$ cat config.mk
export PLATFORM = sky130hd
export DESIGN_NAME = filled_circle_span_generator
export DESIGN_NICKNAME = d
export VERILOG_FILES = /design/src/sv/fcsg_pkg.sv /design/src/sv/fcsg_front.sv /design/src/sv/fcsg_back.sv /design/src/sv/fcsg_out_q.sv /design/src/sv/filled_circle_span_generator.sv
export SDC_FILE = /design/constraint.sdc
export NUM_CORES = 1
export LEC_CHECK = 0
export BUFFER_PORTS_ARGS = -buffer_cell sky130_fd_sc_hd__buf_4
export CAP_MARGIN = 10
export CELL_PAD_IN_SITES_DETAIL_PLACEMENT = 0
export CELL_PAD_IN_SITES_GLOBAL_PLACEMENT = 1
export CORE_ASPECT_RATIO = 1.75
export CORE_UTILIZATION = 55
export CTS_CLUSTER_DIAMETER = 40
export CTS_CLUSTER_SIZE = 14
export DETAILED_ROUTE_END_ITERATION = 8
export GPL_TIMING_DRIVEN = 0
export PLACE_DENSITY_LB_ADDON = 0.05
export REMOVE_ABC_BUFFERS = 1
export SLEW_MARGIN = 0
export SYNTH_ARGS = -nofsm -noshare
export SYNTH_HDL_FRONTEND = slang
export SYNTH_SLANG_ARGS = --single-unit
$ cat constraint.sdc
create_clock -name clk -period 11.35 [get_ports clk]
set_input_delay 2.27 -clock clk [delete_from_list [all_inputs] [get_ports clk]]
set_output_delay 2.27 -clock clk [all_outputs]
set_load 0.005 [all_outputs]
$ cat src/sv/fcsg_pkg.sv
`timescale 1ns / 1ps
package fcsg_pkg;

  localparam int MAX_RADIUS = 30;
  localparam int COORD_BITS = 12;
  localparam int RADIUS_W   = 8;
  localparam int ANCHOR_W   = 4;
  localparam int COLOR_W    = 16;

  // Span coordinates carry one bit more than the center.
  localparam int SPAN_W     = COORD_BITS + 1;
  // Radius counters must hold MAX_RADIUS + 1 (px runs one past py).
  localparam int RAD_W      = $clog2(MAX_RADIUS + 2);
  // Midpoint decision value, signed.
  localparam int D_W        = RAD_W + 4;
  localparam int SPAN_LIMIT = 2 * MAX_RADIUS + 1;
  localparam int CNT_W      = $clog2(SPAN_LIMIT + 1);

  // Anchor bits.
  localparam int ANCHOR_LEFT   = 0;
  localparam int ANCHOR_RIGHT  = 1;
  localparam int ANCHOR_TOP    = 2;
  localparam int ANCHOR_BOTTOM = 3;

  typedef struct packed {
    logic signed [SPAN_W-1:0] cx;
    logic signed [SPAN_W-1:0] cy;
    logic [RAD_W-1:0]         r;
    logic [COLOR_W-1:0]       color;
  } cmd_t;

  typedef struct packed {
    logic signed [SPAN_W-1:0] row;
    logic signed [SPAN_W-1:0] left;
    logic signed [SPAN_W-1:0] right;
    logic [COLOR_W-1:0]       color;
    logic                     last;
  } span_t;

endpackage

$ cat src/sv/fcsg_front.sv
`timescale 1ns / 1ps
module fcsg_front (
  input  logic                                    clk,
  input  logic                                    rst_n,
  input  logic                                    in_push,
  output logic                                    in_full,
  input  logic signed [fcsg_pkg::COORD_BITS-1:0]  in_center_x,
  input  logic signed [fcsg_pkg::COORD_BITS-1:0]  in_center_y,
  input  logic [fcsg_pkg::RADIUS_W-1:0]           in_radius,
  input  logic [fcsg_pkg::ANCHOR_W-1:0]           in_anchor_mode,
  input  logic [fcsg_pkg::COLOR_W-1:0]            in_color,
  output logic                                    cmd_valid,
  input  logic                                    cmd_pop,
  output fcsg_pkg::cmd_t                          cmd
);
  import fcsg_pkg::*;

  logic [RAD_W-1:0]         r_cl;
  logic [RAD_W-1:0]         half;
  logic signed [SPAN_W-1:0] h_s;
  logic signed [SPAN_W-1:0] cx_sh;
  logic signed [SPAN_W-1:0] cy_sh;
  cmd_t                     cmd_new;

  cmd_t       mem_r [2];
  logic       wr_r, wr_nxt;
  logic       rd_r, rd_nxt;
  logic [1:0] cnt_r, cnt_nxt;
  logic       push_ok;
  logic       pop_ok;

  // Clamp, then shift the center by ceil(r/2) per anchor bit.
  always_comb begin
    r_cl  = (in_radius > RADIUS_W'(MAX_RADIUS)) ? RAD_W'(MAX_RADIUS)
                                                : in_radius[RAD_W-1:0];
    half  = (r_cl >> 1) + RAD_W'(r_cl[0]);
    h_s   = SPAN_W'(half);
    cx_sh = SPAN_W'(in_center_x);
    cy_sh = SPAN_W'(in_center_y);
    if (in_anchor_mode[ANCHOR_LEFT])   cx_sh = cx_sh + h_s;
    if (in_anchor_mode[ANCHOR_RIGHT])  cx_sh = cx_sh - h_s;
    if (in_anchor_mode[ANCHOR_TOP])    cy_sh = cy_sh + h_s;
    if (in_anchor_mode[ANCHOR_BOTTOM]) cy_sh = cy_sh - h_s;
    cmd_new.cx    = cx_sh;
    cmd_new.cy    = cy_sh;
    cmd_new.r     = r_cl;
    cmd_new.color = in_color;
  end

  // Two-entry command queue.
  assign in_full   = (cnt_r == 2'd2);
  assign cmd_valid = (cnt_r != 2'd0);
  assign cmd       = mem_r[rd_r];
  assign push_ok   = in_push && !in_full;
  assign pop_ok    = cmd_pop && cmd_valid;

  always_comb begin
    wr_nxt  = push_ok ? ~wr_r : wr_r;
    rd_nxt  = pop_ok ? ~rd_r : rd_r;
    cnt_nxt = cnt_r + 2'(push_ok) - 2'(pop_ok);
  end

  always_ff @(posedge clk) begin
    if (!rst_n) begin
      wr_r  <= 1'b0;
      rd_r  <= 1'b0;
      cnt_r <= 2'd0;
    end else begin
      wr_r  <= wr_nxt;
      rd_r  <= rd_nxt;
      cnt_r <= cnt_nxt;
    end
  end

  always_ff @(posedge clk) begin
    if (push_ok) begin
      mem_r[wr_r] <= cmd_new;
    end
  end

endmodule

$ cat src/sv/fcsg_back.sv
`timescale 1ns / 1ps
module fcsg_back (
  input  logic            clk,
  input  logic            rst_n,
  input  logic            cmd_valid,
  output logic            cmd_pop,
  input  fcsg_pkg::cmd_t  cmd,
  output logic            span_push,
  input  logic            span_full,
  output fcsg_pkg::span_t span_out
);
  import fcsg_pkg::*;

  localparam logic [2:0] S_IDLE  = 3'd0;
  localparam logic [2:0] S_FIRST = 3'd1;
  localparam logic [2:0] S_TEST  = 3'd2;
  localparam logic [2:0] S_A     = 3'd3;
  localparam logic [2:0] S_B     = 3'd4;
  localparam logic [2:0] S_C     = 3'd5;
  localparam logic [2:0] S_D     = 3'd6;
  localparam logic [2:0] S_DONE  = 3'd7;

  logic [2:0]               st_r, st_nxt;
  logic [RAD_W-1:0]         px_r, px_nxt;
  logic [RAD_W-1:0]         py_r, py_nxt;
  logic signed [D_W-1:0]    d_r, d_nxt;
  logic signed [SPAN_W-1:0] cx_r, cx_nxt;
  logic signed [SPAN_W-1:0] cy_r, cy_nxt;
  logic [COLOR_W-1:0]       col_r, col_nxt;
  logic [CNT_W-1:0]         cnt_r, cnt_nxt;
  span_t                    pend_r, pend_nxt;
  logic                     pend_v_r, pend_v_nxt;

  logic                     emit;
  logic                     fin;
  logic                     stall;
  logic                     keep;
  logic signed [SPAN_W-1:0] px_s;
  logic signed [SPAN_W-1:0] py_s;
  logic signed [D_W-1:0]    px_d;
  logic signed [D_W-1:0]    py_d;
  span_t                    span_new;

  assign px_s = SPAN_W'(px_r);
  assign py_s = SPAN_W'(py_r);
  assign px_d = D_W'(px_r);
  assign py_d = D_W'(py_r);

  assign emit  = (st_r == S_FIRST) || (st_r == S_A) || (st_r == S_B) ||
                 (st_r == S_D) || ((st_r == S_C) && (py_r >= px_r));
  assign fin   = (st_r == S_DONE);
  assign stall = (emit || fin) && pend_v_r && span_full;
  assign keep  = (cnt_r < CNT_W'(SPAN_LIMIT));

  // Span for the current step.
  always_comb begin
    span_new.color = col_r;
    span_new.last  = 1'b0;
    span_new.row   = cy_r;
    span_new.left  = cx_r - py_s;
    span_new.right = cx_r + py_s;
    case (st_r)
      S_A: begin
        span_new.row   = cy_r + py_s + SPAN_W'(1);
        span_new.left  = cx_r - px_s;
        span_new.right = cx_r + px_s;
      end
      S_B: begin
        span_new.row   = cy_r - py_s - SPAN_W'(1);
        span_new.left  = cx_r - px_s;
        span_new.right = cx_r + px_s;
      end
      S_C: begin
        span_new.row = cy_r + px_s;
      end
      S_D: begin
        span_new.row = cy_r - px_s;
      end
      default: begin
      end
    endcase
  end

  always_comb begin
    st_nxt     = st_r;
    px_nxt     = px_r;
    py_nxt     = py_r;
    d_nxt      = d_r;
    cx_nxt     = cx_r;
    cy_nxt     = cy_r;
    col_nxt    = col_r;
    cnt_nxt    = cnt_r;
    pend_nxt   = pend_r;
    pend_v_nxt = pend_v_r;
    cmd_pop    = 1'b0;
    span_push  = 1'b0;
    span_out   = pend_r;
    span_out.last = fin;

    if (!stall) begin
      case (st_r)
        S_IDLE: begin
          if (cmd_valid) begin
            cmd_pop = 1'b1;
            cx_nxt  = cmd.cx;
            cy_nxt  = cmd.cy;
            col_nxt = cmd.color;
            px_nxt  = '0;
            py_nxt  = cmd.r;
            d_nxt   = D_W'(1) - D_W'(cmd.r);
            cnt_nxt = '0;
            st_nxt  = S_FIRST;
          end
        end
        S_FIRST: st_nxt = S_TEST;
        S_TEST: begin
          if (py_r > px_r) begin
            if (d_r[D_W-1]) begin
              d_nxt  = D_W'(d_r + 2 * px_d + 3);
              px_nxt = px_r + RAD_W'(1);
              st_nxt = S_C;
            end else begin
              d_nxt  = D_W'(d_r + 2 * (px_d - py_d) + 5);
              py_nxt = py_r - RAD_W'(1);
              st_nxt = S_A;
            end
          end else begin
            st_nxt = S_DONE;
          end
        end
        S_A: st_nxt = S_B;
        S_B: begin
          px_nxt = px_r + RAD_W'(1);
          st_nxt = S_C;
        end
        S_C: st_nxt = (py_r >= px_r) ? S_D : S_TEST;
        S_D: st_nxt = S_TEST;
        S_DONE: begin
          span_push  = pend_v_r;
          pend_v_nxt = 1'b0;
          st_nxt     = S_IDLE;
        end
        default: st_nxt = S_IDLE;
      endcase

      // Hold one span back so the final one can be marked.
      if (emit && keep) begin
        span_push  = pend_v_r;
        pend_nxt   = span_new;
        pend_v_nxt = 1'b1;
        cnt_nxt    = cnt_r + CNT_W'(1);
      end
    end
  end

  always_ff @(posedge clk) begin
    if (!rst_n) begin
      st_r     <= S_IDLE;
      pend_v_r <= 1'b0;
      cnt_r    <= '0;
    end else begin
      st_r     <= st_nxt;
      pend_v_r <= pend_v_nxt;
      cnt_r    <= cnt_nxt;
    end
  end

  always_ff @(posedge clk) begin
    px_r   <= px_nxt;
    py_r   <= py_nxt;
    d_r    <= d_nxt;
    cx_r   <= cx_nxt;
    cy_r   <= cy_nxt;
    col_r  <= col_nxt;
    pend_r <= pend_nxt;
  end

endmodule

$ cat src/sv/fcsg_out_q.sv
`timescale 1ns / 1ps
module fcsg_out_q (
  input  logic            clk,
  input  logic            rst_n,
  input  logic            span_push,
  output logic            span_full,
  input  fcsg_pkg::span_t span_in,
  output logic            out_empty,
  input  logic            out_pop,
  output fcsg_pkg::span_t span_head
);
  import fcsg_pkg::*;

  span_t      mem_r [2];
  logic       wr_r, wr_nxt;
  logic       rd_r, rd_nxt;
  logic [1:0] cnt_r, cnt_nxt;
  logic       push_ok;
  logic       pop_ok;

  assign span_full = (cnt_r == 2'd2);
  assign out_empty = (cnt_r == 2'd0);
  assign span_head = mem_r[rd_r];
  assign push_ok   = span_push && !span_full;
  assign pop_ok    = out_pop && !out_empty;

  always_comb begin
    wr_nxt  = push_ok ? ~wr_r : wr_r;
    rd_nxt  = pop_ok ? ~rd_r : rd_r;
    cnt_nxt = cnt_r + 2'(push_ok) - 2'(pop_ok);
  end

  always_ff @(posedge clk) begin
    if (!rst_n) begin
      wr_r  <= 1'b0;
      rd_r  <= 1'b0;
      cnt_r <= 2'd0;
    end else begin
      wr_r  <= wr_nxt;
      rd_r  <= rd_nxt;
      cnt_r <= cnt_nxt;
    end
  end

  always_ff @(posedge clk) begin
    if (push_ok) begin
      mem_r[wr_r] <= span_in;
    end
  end

endmodule

$ cat src/sv/filled_circle_span_generator.sv
`timescale 1ns / 1ps
// Channel   | Ports                                        | Beat moves when
// ----------+----------------------------------------------+------------------------
// request   | in_push/in_full, in_center_x/y, in_radius,   | in_push && !in_full
//           | in_anchor_mode, in_color                     |
// span      | out_empty/out_pop, out_span_row/left/right,  | out_pop && !out_empty
//           | out_span_color, out_last_span                |
//
// A circle of clamped radius r gives n spans (n <= 2r + 1). The span sequencer
// emits at most one span per cycle and works on one circle at a time.
// Reset (rst_n low at a clock edge) empties both queues and idles the sequencer.
// A full span queue stalls the sequencer; the two-entry request queue keeps
// taking requests meanwhile.
module filled_circle_span_generator (
  input  logic                                    clk,
  input  logic                                    rst_n,
  input  logic                                    in_push,
  output logic                                    in_full,
  input  logic signed [fcsg_pkg::COORD_BITS-1:0]  in_center_x,
  input  logic signed [fcsg_pkg::COORD_BITS-1:0]  in_center_y,
  input  logic [fcsg_pkg::RADIUS_W-1:0]           in_radius,
  input  logic [fcsg_pkg::ANCHOR_W-1:0]           in_anchor_mode,
  input  logic [fcsg_pkg::COLOR_W-1:0]            in_color,
  output logic                                    out_empty,
  input  logic                                    out_pop,
  output logic signed [fcsg_pkg::SPAN_W-1:0]      out_span_row,
  output logic signed [fcsg_pkg::SPAN_W-1:0]      out_span_left,
  output logic signed [fcsg_pkg::SPAN_W-1:0]      out_span_right,
  output logic [fcsg_pkg::COLOR_W-1:0]            out_span_color,
  output logic                                    out_last_span
);
  import fcsg_pkg::*;

  logic  cmd_valid;
  logic  cmd_pop;
  cmd_t  cmd;
  logic  span_push;
  logic  span_full;
  span_t span_in;
  span_t span_head;

  // Front: clamp radius, apply anchor shifts, queue the command.
  fcsg_front u_front (
    .clk            (clk),
    .rst_n          (rst_n),
    .in_push        (in_push),
    .in_full        (in_full),
    .in_center_x    (in_center_x),
    .in_center_y    (in_center_y),
    .in_radius      (in_radius),
    .in_anchor_mode (in_anchor_mode),
    .in_color       (in_color),
    .cmd_valid      (cmd_valid),
    .cmd_pop        (cmd_pop),
    .cmd            (cmd)
  );

  // Back: midpoint recurrence, two or four spans per step, holds one span to mark last.
  fcsg_back u_back (
    .clk       (clk),
    .rst_n     (rst_n),
    .cmd_valid (cmd_valid),
    .cmd_pop   (cmd_pop),
    .cmd       (cmd),
    .span_push (span_push),
    .span_full (span_full),
    .span_out  (span_in)
  );

  // Output queue decouples the sequencer from the consumer.
  fcsg_out_q u_out_q (
    .clk       (clk),
    .rst_n     (rst_n),
    .span_push (span_push),
    .span_full (span_full),
    .span_in   (span_in),
    .out_empty (out_empty),
    .out_pop   (out_pop),
    .span_head (span_head)
  );

  assign out_span_row   = span_head.row;
  assign out_span_left  = span_head.left;
  assign out_span_right = span_head.right;
  assign out_span_color = span_head.color;
  assign out_last_span  = span_head.last;

endmodule

==> flow_results.xml <==
<?xml version="1.0" encoding="UTF-8"?>
<metrics>
  <group name="clock_network">
    <metric name="tritoncts" unit="">yes</metric>
    <metric name="cts-htree-levels" unit="">2</metric>
    <metric name="cts-resized-gates" unit="">0</metric>
    <metric name="cts-buffers-inserted" unit="">35</metric>
    <metric name="postCtsHoldBufs" unit="">0</metric>
    <metric name="clk_transition_reported_paths" unit="ps">60</metric>
    <metric name="cts_root_buf" unit="">sky130_fd_sc_hd__clkbuf_16</metric>
    <metric name="clock_path_buffers" unit="">3</metric>
    <metric name="cts_setup_buffers" unit="">0</metric>
    <metric name="clock-sinks" unit="">339</metric>
    <metric name="clock_latency" unit="ps">530</metric>
  </group>
  <group name="drt">
    <metric name="drt.antenna.violating_nets" unit="">0</metric>
    <metric name="count_of_routing_violations_after_the_opening_detailed_route_iteration" unit="">446</metric>
    <metric name="via_count" unit="">10600</metric>
    <metric name="drt-pass1-iter-count" unit="">4</metric>
    <metric name="detail_route.vias_per_cell" unit="">5.63</metric>
    <metric name="post-route-drc-count" unit="">0</metric>
    <metric name="postRouteWirelength" unit="um">35700</metric>
    <metric name="post_drt_wl_per_cell" unit="um">19.0</metric>
  </group>
  <group name="die">
    <metric name="floorplan.rows" unit="">86</metric>
    <metric name="die-width" unit="um">137</metric>
    <metric name="floorplan.initialDensity" unit="">0.558</metric>
    <metric name="area_enclosed_by_the_die_boundary" unit="um^2">32800</metric>
    <metric name="io_pins" unit="">114</metric>
    <metric name="die_height" unit="um">239</metric>
    <metric name="fp.coreArea" unit="um^2">31500</metric>
  </group>
  <group name="yosys">
    <metric name="postSynthAreaPerCell" unit="um^2">13.0</metric>
    <metric name="synth-async-reset-ratio" unit="">0</metric>
    <metric name="yosys_warnings" unit="">0</metric>
    <metric name="number_of_enable_flip_flop_cells_after_synthesis" unit="">319</metric>
    <metric name="yosys-top-cells-count" unit="">sky130_fd_sc_hd__edfxtp_1, sky130_fd_sc_hd__mux2_2, sky130_fd_sc_hd__ha_1</metric>
    <metric name="synth_largest_area_cell" unit="">sky130_fd_sc_hd__edfxtp_1</metric>
    <metric name="ys_seq_elements" unit="">339</metric>
    <metric name="syn-cell-area" unit="um^2">17600</metric>
    <metric name="synthFlopType" unit="">sky130_fd_sc_hd__edfxtp_1</metric>
    <metric name="yosys-top-cells-area" unit="">sky130_fd_sc_hd__edfxtp_1, sky130_fd_sc_hd__ha_1, sky130_fd_sc_hd__mux2_2</metric>
    <metric name="yosysMostFrequentCell" unit="">sky130_fd_sc_hd__edfxtp_1</metric>
    <metric name="synthDominantCellAreaShare" unit="">0.544</metric>
    <metric name="post_synth_num_cell_types" unit="">92</metric>
    <metric name="sequential_fraction_of_the_synthesis_area" unit="">0.567</metric>
    <metric name="syn-instance-count" unit="">1359</metric>
  </group>
  <group name="layout">
    <metric name="layout.nets" unit="">1634</metric>
    <metric name="drive_above_1_share" unit="">0.223</metric>
    <metric name="instances_no_fill" unit="">1882</metric>
    <metric name="diode_count" unit="">0</metric>
    <metric name="number_of_filler_cells_placed_in_the_layout" unit="">2465</metric>
    <metric name="syn_to_final_growth" unit="%">13.4</metric>
    <metric name="final_cell_area" unit="um^2">20000</metric>
  </group>
  <group name="critical_path">
    <metric name="worstSetupPathType" unit="">in -&gt; reg</metric>
    <metric name="crit_path_max_fanout" unit="">6</metric>
    <metric name="critPathArrivalTime" unit="ps">7020</metric>
    <metric name="crit_path_cell_trace" unit="">buf_4 &gt; nor3_1 &gt; and3_1 &gt; ha_1 &gt; ha_1 &gt; xor2_1 &gt; ha_1 &gt; a21oi_2 &gt; nand2_1 &gt; xor2_1 &gt; mux2_2 &gt; ha_1 &gt; o21a_1 &gt; o31a_1 &gt; nor3_1 &gt; o21ai_0 &gt; nor4b_1 &gt; a21oi_1 &gt; nor2_1</metric>
    <metric name="reg2regPathDepth" unit="">13</metric>
    <metric name="critical_path.max_stage_delay" unit="ps">500</metric>
    <metric name="critical_path_buf_inv_count" unit="">1</metric>
    <metric name="critical_path.endpoint_type" unit="">flop</metric>
    <metric name="startpoint_type" unit="">input port</metric>
    <metric name="regToRegSetupSlack" unit="ps">6470</metric>
    <metric name="cp_slowest_cell" unit="">sky130_fd_sc_hd__xor2_1</metric>
    <metric name="endpoint_required_time_on_the_critical_path" unit="ps">11690</metric>
    <metric name="crit_cells" unit="">19</metric>
    <metric name="path_common_cell" unit="">sky130_fd_sc_hd__ha_1</metric>
    <metric name="worst_path_dominant_cell_family" unit="">simple AND/OR/NAND/NOR gates</metric>
  </group>
  <group name="run">
    <metric name="max_cap_violations" unit="">0</metric>
  </group>
  <group name="timing">
    <metric name="maximum_clock_frequency" unit="GHz">0.150</metric>
    <metric name="setup_repair_after_global_routing_missed_its_margin" unit="">no</metric>
    <metric name="post_route_setup_tns" unit="ps">0</metric>
    <metric name="slew_violations" unit="">0</metric>
    <metric name="fin_crit_sh" unit="">0.589</metric>
    <metric name="post-route-min-period" unit="ps">6680</metric>
    <metric name="fin_hold_ws" unit="ps">419</metric>
    <metric name="slew_headroom" unit="">0.158</metric>
    <metric name="setup_viol" unit="">0</metric>
    <metric name="final_hold_fails" unit="">0</metric>
    <metric name="timing_worst_slew_pin_value" unit="ps">1260</metric>
    <metric name="fin_skew" unit="ps">9.89</metric>
  </group>
  <group name="power">
    <metric name="cellLeakagePower" unit="nW">7.34</metric>
    <metric name="total_switching_power" unit="W">0.00215</metric>
    <metric name="power.combinational.fraction" unit="">0.432</metric>
    <metric name="power_frac_clock" unit="">0.187</metric>
    <metric name="power.sequential.fraction" unit="">0.381</metric>
    <metric name="pwr_density_cell" unit="nW/um^2">288</metric>
    <metric name="peakVddDrop" unit="V">0.000282</metric>
    <metric name="report.power.total" unit="W">0.00575</metric>
    <metric name="power.switching_fraction" unit="">0.374</metric>
    <metric name="internal_power" unit="W">0.00360</metric>
  </group>
  <group name="place">
    <metric name="numPortBuffers" unit="">113</metric>
    <metric name="place_congestion" unit="">0.925</metric>
    <metric name="dpl-instance-area" unit="um^2">18900</metric>
    <metric name="dpl.hpwl" unit="um">26100</metric>
    <metric name="dp_cells" unit="">1826</metric>
  </group>
  <group name="global_route">
    <metric name="grt_start_max_net_pins" unit="">56</metric>
    <metric name="global_route_total_overflow" unit="">0</metric>
    <metric name="number_of_global_route_vias_before_repair" unit="">10800</metric>
    <metric name="antenna_found_initial" unit="">0</metric>
    <metric name="global_route_wire_length_before_repair" unit="um">56500</metric>
    <metric name="global_route.usage.total" unit="">0.227</metric>
  </group>
  <group name="status">
    <metric name="outcome" unit="">complete, no violations</metric>
  </group>
  <group name="worst_hold_path">
    <metric name="min_delay_path_depth" unit="">0</metric>
    <metric name="hold_path_class" unit="">reg -&gt; reg</metric>
  </group>
</metrics>
==> sequential cells by signal, indices dropped and copies added, names as in the netlist, 2 cells and up, named ones only <==
signal           cells
u_back.d_r           9
u_front.cnt_r        2
u_back.cnt_r         6
u_back.px_r          5
u_back.cx_r         13
u_out_q.mem_r      110
u_back.py_r          5
u_back.cy_r         13
u_back.col_r        16
u_back.span_out     54
u_front.mem_r       94
u_out_q.cnt_r        2
u_back.st_r          3
==> final timing paths <==
| path | from | to |
|---|---|---|
| setup / recovery | in_radius[7] | u_front.mem_r[1][33] |
| hold / removal | u_back.col_r[12] | u_back.span_out[13] |
| setup reg to reg | u_back.st_r[1] | u_back.span_out[29] |
| hold reg to reg | u_back.col_r[12] | u_back.span_out[13] |
==> area by class of cell <==
cell class,instances,area (um^2),area share
sequential,339,9980,0.500
multi-input combinational,893,7120,0.357
timing repair buffer,121,1000,0.0501
clock buffer,40,916,0.0459
tap,396,495,0.0248
inverter,77,289,0.0145
clock inverter,16,159,0.00796
==> stage by stage <==
step                      setup slack [ps]  utilization
final                                 4670        0.633
after global placement                4070        0.593
after detailed placement              4060        0.599
after global routing                  4160        0.633
after floorplan                       5200            -
after CTS                             4590        0.633
==> per-layer routing <==
layer	global-route usage	wire length [um]	vias up
li1	-	-	5234
met1	0.253	13900	5127
met2	0.426	19600	172
met3	0.0267	985	67
met4	0.0936	1270	0
met5	0	0	-
==> placed cells by master (no fill, tap or decap), types with 14 or more instances in the layout <==
master and instances:
sky130_fd_sc_hd__clkbuf_16 36, sky130_fd_sc_hd__a21oi_1 43, sky130_fd_sc_hd__nand2_1 57, sky130_fd_sc_hd__mux2i_1 20, sky130_fd_sc_hd__nor2b_1 28, sky130_fd_sc_hd__nand2b_1 14
sky130_fd_sc_hd__buf_4 113, sky130_fd_sc_hd__o21ai_0 66, sky130_fd_sc_hd__edfxtp_1 319, sky130_fd_sc_hd__xor2_1 37, sky130_fd_sc_hd__xnor2_1 59, sky130_fd_sc_hd__nand3_1 33
sky130_fd_sc_hd__a21o_1 14, sky130_fd_sc_hd__o21a_1 19, sky130_fd_sc_hd__mux2_2 108, sky130_fd_sc_hd__dfxtp_1 18, sky130_fd_sc_hd__inv_1 74, sky130_fd_sc_hd__ha_1 99
sky130_fd_sc_hd__nor3_1 28, sky130_fd_sc_hd__nor2_1 70
==> cells by family after synthesis <==
family / count (synthesis) / synth area share
buf+inv: 127 / 0.0301
fa+ha+maj: 111 / 0.0840
flops: 339 / 0.567
compound gates: 241 / 0.0943
mux: 128 / 0.0804
simple gates: 314 / 0.0932
xor+xnor: 99 / 0.0512
==> power by group through the flow <==
stage / Clock (W) / Sequential [W] / Combinational (W)
floorplan: 0 / 0.00211 / 0.00179
global placement: 0 / 0.00225 / 0.00239
detailed placement: 0 / 0.00222 / 0.00250
CTS: 0.00110 / 0.00219 / 0.00252
global route: 0.00115 / 0.00223 / 0.00278
finish: 0.00108 / 0.00219 / 0.00248
Note: power is estimated with default switching activity, not from simulation.
